File: config.mk
export PLATFORM = sky130hd
export DESIGN_NAME = base64_stream_encoder
export DESIGN_NICKNAME = d
export VERILOG_FILES = /design/src/rtl/b64e_pkg.sv /design/src/rtl/base64_stream_encoder.sv /design/src/rtl/b64e_queue.sv /design/src/rtl/b64e_front.sv /design/src/rtl/b64e_back.sv
export SDC_FILE = /design/constraint.sdc
export NUM_CORES = 1
export LEC_CHECK = 0
export BUFFER_PORTS_ARGS = -buffer_cell sky130_fd_sc_hd__clkbuf_2
export CAP_MARGIN = 20
export CORE_ASPECT_RATIO = 1.4
export CORE_MARGIN = 4
export CORE_UTILIZATION = 45
export CTS_BUF_LIST = sky130_fd_sc_hd__clkbuf_8
export DETAILED_ROUTE_END_ITERATION = 10
export GPL_TIMING_DRIVEN = 0
export HOLD_SLACK_MARGIN = 0.03
export PLACE_DENSITY = 0.6
export SLEW_MARGIN = 20
export SYNTH_ARGS = -nofsm -noshare
export SYNTH_HDL_FRONTEND = slang
export SYNTH_SLANG_ARGS = --single-unit
File: constraint.sdc
create_clock -name clock -period 3.6 [get_ports clock]
set_input_delay 0.36 -clock clock [delete_from_list [all_inputs] [get_ports clock]]
set_output_delay 0.36 -clock clock [all_outputs]
set_load 0.02 [all_outputs]
File: src/rtl/b64e_pkg.sv
// Shared types, constants and the alphabet lookup for the base64 stream encoder.
package b64e_pkg;

   localparam int unsigned DEFAULT_QUEUE_DEPTH = 2;

   localparam logic [6:0] PAD_CHAR    = 7'h3D;
   localparam logic [6:0] UPPER_BASE  = 7'd65;
   localparam logic [6:0] LOWER_BASE  = 7'd71;
   localparam logic [6:0] DIGIT_SHIFT = 7'd4;
   localparam logic [6:0] PLUS_CHAR   = 7'h2B;
   localparam logic [6:0] SLASH_CHAR  = 7'h2F;

   localparam logic [1:0] PADS_NONE = 2'd0;
   localparam logic [1:0] PADS_ONE  = 2'd1;
   localparam logic [1:0] PADS_TWO  = 2'd2;

   localparam logic [1:0] SLOT_LAST = 2'd3;

   typedef struct packed {
      logic [7:0] data_byte;
      logic       final_byte;
   } req_type;

   typedef struct packed {
      logic [6:0] symbol;
      logic       group_end;
      logic       message_end;
   } rsp_type;

   typedef struct packed {
      logic [23:0] bits;
      logic [1:0]  pads;
      logic        last;
   } group_type;

   typedef struct packed {
      logic      push;
      group_type group;
   } push_type;

   function automatic logic [6:0] sextet_char(input logic [5:0] idx);
      logic [6:0] idx7;
      logic [6:0] result;
      idx7 = {1'b0, idx};
      if (idx < 6'd26) begin
         result = idx7 + UPPER_BASE;
      end else if (idx < 6'd52) begin
         result = idx7 + LOWER_BASE;
      end else if (idx < 6'd62) begin
         result = idx7 - DIGIT_SHIFT;
      end else if (idx == 6'd62) begin
         result = PLUS_CHAR;
      end else begin
         result = SLASH_CHAR;
      end
      return result;
   endfunction

endpackage

File: src/rtl/base64_stream_encoder.sv
// Top level of the streaming base64 encoder.
// One message byte enters per word; a third byte, or a byte flagged final, closes a
// group that is encoded into four ASCII characters of the standard alphabet, with
// '=' padding on a short final group. Bytes are taken one per cycle as long as the
// group queue (QUEUE_DEPTH groups) has room; characters leave one per cycle from a
// registered output while the output is not stalled, so the sustained rate is set
// by the single character output, four characters per three bytes; a short final
// group still yields four characters. With the output idle, a group's first character
// passes the queue entry, the group register and the output register in turn.
module base64_stream_encoder #(
   parameter int unsigned QUEUE_DEPTH = b64e_pkg::DEFAULT_QUEUE_DEPTH
) (
   input  logic              clock,
   input  logic              reset,
   input  logic              req_valid,
   output logic              req_stall,
   input  b64e_pkg::req_type req_data,
   output logic              rsp_valid,
   input  logic              rsp_stall,
   output b64e_pkg::rsp_type rsp_data
);
   import b64e_pkg::*;

   push_type  wr;
   logic      queue_full;
   logic      queue_pop;
   logic      queue_not_empty;
   group_type queue_group;

   b64e_front u_front (
      .clock      (clock),
      .reset      (reset),
      .req_valid  (req_valid),
      .req_stall  (req_stall),
      .req_data   (req_data),
      .queue_full (queue_full),
      .wr         (wr)
   );

   b64e_queue #(
      .DEPTH (QUEUE_DEPTH)
   ) u_queue (
      .clock     (clock),
      .reset     (reset),
      .wr        (wr),
      .full      (queue_full),
      .pop       (queue_pop),
      .not_empty (queue_not_empty),
      .rd_group  (queue_group)
   );

   b64e_back u_back (
      .clock           (clock),
      .reset           (reset),
      .queue_not_empty (queue_not_empty),
      .queue_group     (queue_group),
      .queue_pop       (queue_pop),
      .rsp_valid       (rsp_valid),
      .rsp_stall       (rsp_stall),
      .rsp_data        (rsp_data)
   );

endmodule

File: src/rtl/b64e_queue.sv
// Small first-in first-out queue of encoded-group records between front and back.
module b64e_queue #(
   parameter int unsigned DEPTH = b64e_pkg::DEFAULT_QUEUE_DEPTH
) (
   input  logic                clock,
   input  logic                reset,
   input  b64e_pkg::push_type  wr,
   output logic                full,
   input  logic                pop,
   output logic                not_empty,
   output b64e_pkg::group_type rd_group
);
   import b64e_pkg::*;

   localparam int unsigned AW = (DEPTH > 1) ? $clog2(DEPTH) : 1;
   localparam int unsigned CW = $clog2(DEPTH + 1);

   group_type         entry_ff [DEPTH];
   logic [AW-1:0]     wr_ptr_ff, wr_ptr_in;
   logic [AW-1:0]     rd_ptr_ff, rd_ptr_in;
   logic [CW-1:0]     count_ff, count_in;
   logic              do_push, do_pop;

   assign full      = (count_ff == CW'(DEPTH));
   assign not_empty = (count_ff != '0);
   assign rd_group  = entry_ff[rd_ptr_ff];
   assign do_push   = wr.push && !full;
   assign do_pop    = pop && not_empty;

   always_comb begin
      wr_ptr_in = wr_ptr_ff;
      rd_ptr_in = rd_ptr_ff;
      count_in  = count_ff;
      if (do_push) begin
         wr_ptr_in = (wr_ptr_ff == AW'(DEPTH - 1)) ? '0 : wr_ptr_ff + AW'(1);
      end
      if (do_pop) begin
         rd_ptr_in = (rd_ptr_ff == AW'(DEPTH - 1)) ? '0 : rd_ptr_ff + AW'(1);
      end
      if (do_push && !do_pop) begin
         count_in = count_ff + CW'(1);
      end else if (do_pop && !do_push) begin
         count_in = count_ff - CW'(1);
      end
   end

   always_ff @(posedge clock) begin
      if (reset) begin
         wr_ptr_ff <= '0;
         rd_ptr_ff <= '0;
         count_ff  <= '0;
      end else begin
         wr_ptr_ff <= wr_ptr_in;
         rd_ptr_ff <= rd_ptr_in;
         count_ff  <= count_in;
      end
   end

   always_ff @(posedge clock) begin
      if (do_push) begin
         entry_ff[wr_ptr_ff] <= wr.group;
      end
   end

endmodule

File: src/rtl/b64e_front.sv
// Input side: collects bytes into 24-bit groups and hands finished groups to the queue.
module b64e_front (
   input  logic               clock,
   input  logic               reset,
   input  logic               req_valid,
   output logic               req_stall,
   input  b64e_pkg::req_type  req_data,
   input  logic               queue_full,
   output b64e_pkg::push_type wr
);
   import b64e_pkg::*;

   logic [7:0] pending_ff [2];
   logic [1:0] count_ff, count_in;
   logic       accept, store;
   logic [7:0] byte_a, byte_b, byte_c;
   logic [1:0] pads;

   assign req_stall = queue_full;
   assign accept    = req_valid && !queue_full;
   assign store     = (count_ff < 2'd2) && !req_data.final_byte;

   always_comb begin
      byte_a = req_data.data_byte;
      byte_b = '0;
      byte_c = '0;
      pads   = PADS_TWO;
      if (count_ff == 2'd1) begin
         byte_a = pending_ff[0];
         byte_b = req_data.data_byte;
         pads   = PADS_ONE;
      end else if (count_ff >= 2'd2) begin
         byte_a = pending_ff[0];
         byte_b = pending_ff[1];
         byte_c = req_data.data_byte;
         pads   = PADS_NONE;
      end
   end

   always_comb begin
      wr.push       = accept && !store;
      wr.group.bits = {byte_a, byte_b, byte_c};
      wr.group.pads = pads;
      wr.group.last = req_data.final_byte;
   end

   always_comb begin
      count_in = count_ff;
      if (accept) begin
         count_in = store ? count_ff + 2'd1 : 2'd0;
      end
   end

   always_ff @(posedge clock) begin
      if (reset) begin
         count_ff <= '0;
      end else begin
         count_ff <= count_in;
      end
   end

   always_ff @(posedge clock) begin
      if (accept && store) begin
         pending_ff[count_ff[0]] <= req_data.data_byte;
      end
   end

endmodule

File: src/rtl/b64e_back.sv
// Output side: turns each queued group into four characters, one per cycle while the output is not stalled.
module b64e_back (
   input  logic                clock,
   input  logic                reset,
   input  logic                queue_not_empty,
   input  b64e_pkg::group_type queue_group,
   output logic                queue_pop,
   output logic                rsp_valid,
   input  logic                rsp_stall,
   output b64e_pkg::rsp_type   rsp_data
);
   import b64e_pkg::*;

   group_type  group_ff;
   logic       active_ff, active_in;
   logic [1:0] slot_ff, slot_in;
   logic       out_valid_ff, out_valid_in;
   rsp_type    out_ff;
   logic       out_load;
   logic       load_group;
   logic [5:0] sextet;
   logic       is_pad;
   rsp_type    next_sym;

   assign out_load   = active_ff && (!out_valid_ff || !rsp_stall);
   assign queue_pop  = !active_ff || (out_load && slot_ff == SLOT_LAST);
   assign load_group = queue_pop && queue_not_empty;

   always_comb begin
      case (slot_ff)
         2'd0:    sextet = group_ff.bits[23:18];
         2'd1:    sextet = group_ff.bits[17:12];
         2'd2:    sextet = group_ff.bits[11:6];
         default: sextet = group_ff.bits[5:0];
      endcase
      is_pad = ((group_ff.pads == PADS_TWO) && (slot_ff >= 2'd2))
            || ((group_ff.pads != PADS_NONE) && (slot_ff == SLOT_LAST));
      next_sym.symbol      = is_pad ? PAD_CHAR : sextet_char(sextet);
      next_sym.group_end   = (slot_ff == SLOT_LAST);
      next_sym.message_end = (slot_ff == SLOT_LAST) && group_ff.last;
   end

   always_comb begin
      active_in    = active_ff;
      slot_in      = slot_ff;
      out_valid_in = out_valid_ff && rsp_stall;
      if (out_load) begin
         out_valid_in = 1'b1;
         slot_in      = slot_ff + 2'd1;
         if (slot_ff == SLOT_LAST) begin
            active_in = 1'b0;
         end
      end
      if (load_group) begin
         active_in = 1'b1;
         slot_in   = '0;
      end
   end

   always_ff @(posedge clock) begin
      if (reset) begin
         active_ff    <= 1'b0;
         slot_ff      <= '0;
         out_valid_ff <= 1'b0;
      end else begin
         active_ff    <= active_in;
         slot_ff      <= slot_in;
         out_valid_ff <= out_valid_in;
      end
   end

   always_ff @(posedge clock) begin
      if (load_group) begin
         group_ff <= queue_group;
      end
      if (out_load) begin
         out_ff <= next_sym;
      end
   end

   assign rsp_valid = out_valid_ff;
   assign rsp_data  = out_ff;

endmodule

==> flow_metrics.env <==
export IMPL_coreArea_mm2=0.0105
export IMPL_synth_area_leader_cell="edfxtp_1"
export IMPL_drt_wl_total_mm=8.14
export IMPL_cts_htree_levels=4
export IMPL_drv_cap=0
export IMPL_vias_per_cell=5.17
export IMPL_yosys_top_cells_count="106 x edfxtp_1, 36 x mux2_2, 18 x nor2_1"
export IMPL_drc=0
export IMPL_cts_buffers=17
export IMPL_grt_pass1_vias=2678
export IMPL_clock_sinks=116
export IMPL_post_cts_setup_buffer_count=0
export IMPL_drt_initial_drc_count=142
export IMPL_worst_setup_path_end_kind="flip-flop"
export IMPL_vdd_drop_max_uv=347
export IMPL_worstPathArrival_ns=3.05
export IMPL_ys_types=50
export IMPL_ys_top_cells_by_area="edfxtp_1 65%, mux2_2 8.3%, dfxtp_1 4.1%"
export IMPL_synthesis_nets=337
export IMPL_yosysMostFrequentCell="edfxtp_1"
export IMPL_pwr_density_cell_mw_per_mm2=819
export IMPL_ctsHoldBuffers=0
export IMPL_seq_area_frac_synth=0.694
export IMPL_hpwl_mm=5.80
export IMPL_synth_top_area_share=0.653
export IMPL_overflow=0
export IMPL_drtPass1Iterations=4
export IMPL_slew_headroom=0.511
export IMPL_synth_edf_count=106
export IMPL_crit_type="reg -> reg"
export IMPL_synthArstFlopShare=0
export IMPL_final_max_slew_viol_count=0
export IMPL_grt_pass1_wl_mm=13.6
export IMPL_cts_tree="built"
export IMPL_synth_top_flop_cell="edfxtp_1"
export IMPL_setup_viol=0
export IMPL_leakage_uw=0.00201
export IMPL_fin_total_pwr_uw=4640
export IMPL_cts_root_buf="clkbuf_8"
export IMPL_fin_util=0.542
export IMPL_period_share=0.767
export IMPL_die_area_mm2=0.0126
export IMPL_p_sw_frac=0.308
export IMPL_tightestPinTransition_ns=0.729
export IMPL_synth_avg_cell_area_um2=15.6
export IMPL_outcome="finished clean"
export IMPL_diodes=0
export IMPL_ant_nets=0
export IMPL_grt_max_degree=28
export IMPL_synth_seq_cells=116
export IMPL_startpoint_type="flip-flop"
export IMPL_crit_fanout=10
export IMPL_cts_resized_gates=0
export IMPL_critPathRequiredTime_ns=3.89
export IMPL_die_y_um=131
export IMPL_syn_inst=312
export IMPL_clock_path_buffers=2
export IMPL_gp_congestion=0.854
export IMPL_port_buffers=22
export IMPL_die_x_um=96.0
export IMPL_rows=44
export IMPL_hold_violations=0
export IMPL_syn2layout_area_growth_pct=16.1
export IMPL_rsz0062_at_grt="no"
export IMPL_start_util=0.466
export IMPL_min_period_ns=2.76
export IMPL_synth_area_mm2=0.00488
export IMPL_final_nets=384
export IMPL_seq_power_share=0.418
export IMPL_max_freq_ghz=0.362
export IMPL_p_int_uw=3210
export IMPL_clkTransAtPathRegs_ns=0.07
export IMPL_drive_gt1_frac=0.315
export IMPL_skew_ns=0.0121
export IMPL_fin_area_mm2=0.00566
export IMPL_place_area_mm2=0.00525
export IMPL_io_pins=24
export IMPL_hp_class="in -> reg"
export IMPL_p_comb_frac=0.325
export IMPL_p_sw_uw=1430
export IMPL_antenna_found_initial=0
export IMPL_vias=2637
export IMPL_wl_per_cell_um=16.0
export IMPL_insertion_delay_ns=0.42
export IMPL_fillers=875
export IMPL_clkPwrFrac=0.258
export IMPL_yosysWarnings=0
export IMPL_track_usage=0.143
## power groups by stage
stage	logic, uW	clock network [uW]	registers, uW
after global placement	1420	0	1980
final	1510	1190	1940
after detailed placement	1510	0	1970
after global routing	1670	1300	1960
after CTS	1520	1230	1940
after floorplan	1060	0	2020
## through the flow
stage,instances,setup WS [ns],hold slack (ns),TNS [ns]
after floorplan,312,0.221,0.454,0
after global placement,472,-0.669,0.465,-18.80
after detailed placement,478,0.869,0.508,0
after CTS,510,0.838,0.153,0
after global routing,510,0.605,0.160,0
final,510,0.840,0.176,0
## cell usage in the layout (no fill, tap or decap), types with 5 or more instances in the layout
cell type  Yosys  final
clkbuf_2       0     22
clkbuf_8       0     24
ha_1          12     12
nor2_1        18     18
inv_1         12     17
edfxtp_1     106    106
clkbuf_1       8      8
and2_1        10      9
dfxtp_1       10     10
mux2_2        36     36
a22o_1         8      8
xnor2_1        5      5
a21oi_1       12     11
nand2_1        6      6
## cell type report
| type | count | area, um2 | share of cell area |
|---|---|---|---|
| buffer | 10 | 46.3 | 0.00817 |
| clock buffer | 24 | 330 | 0.0583 |
| clock inverter | 8 | 83.8 | 0.0148 |
| inverter | 15 | 56.3 | 0.00994 |
| multi-input combinational | 171 | 1420 | 0.251 |
| sequential | 116 | 3380 | 0.597 |
| tap | 138 | 173 | 0.0305 |
| timing repair buffer | 28 | 170 | 0.0300 |
## final timing paths
path / startpoint / endpoint / slack, ns / cells past startpoint
max reg2reg: u_back.slot_ff[0] / u_back.rsp_data[4] / 0.84 / 11
max: u_back.slot_ff[0] / u_back.rsp_data[4] / 0.84 / 11
min: req_data[8] / u_front.pending_ff[0][7] / 0.18 / 1
min reg2reg: u_back.active_ff / u_back.active_ff / 0.51 / 2
## worst max-delay path, stage by stage, from the launching register on
cell	delay (ns)
dfxtp_1	0.41
ha_1	0.34
buf_6	0.19
a21oi_1	0.05
a22o_2	0.28
inv_2	0.11
ha_1	0.24
inv_1	0.11
a211oi_1	0.30
o2111ai_1	0.18
a32oi_1	0.27
o31a_2	0.15
## state kept, by name (all words and copies together) (netlist names), 2 cells and up
register / cells
u_queue.entry_ff: 54
u_back.group_ff: 27
u_front.pending_ff: 16
u_back.rsp_data: 9
u_back.slot_ff: 2
u_front.count_ff: 2
u_queue.count_ff: 2
## cells by family after synthesis
logic type               after synthesis  share of synthesized area
AO/OA/AOI/OAI                         57                     0.0929
XOR/XNOR                               7                     0.0126
adder cells (fa/ha/maj)               12                     0.0308
buffers and inverters                 25                     0.0210
flip-flops                           116                      0.694
multiplexers                          37                     0.0852
AND/OR/NAND/NOR                       58                     0.0639
## layer usage
| layer | up-vias | GRT usage | routed length [um] |
|---|---|---|---|
| li1 | 1301 | - | - |
| met1 | 1270 | 0.170 | 3460 |
| met2 | 52 | 0.234 | 4220 |
| met3 | 14 | 0.0446 | 303 |
| met4 | 0 | 0.0649 | 158 |
| met5 | - | 0 | 0 |
Note: power is estimated with default switching activity, not from simulation.
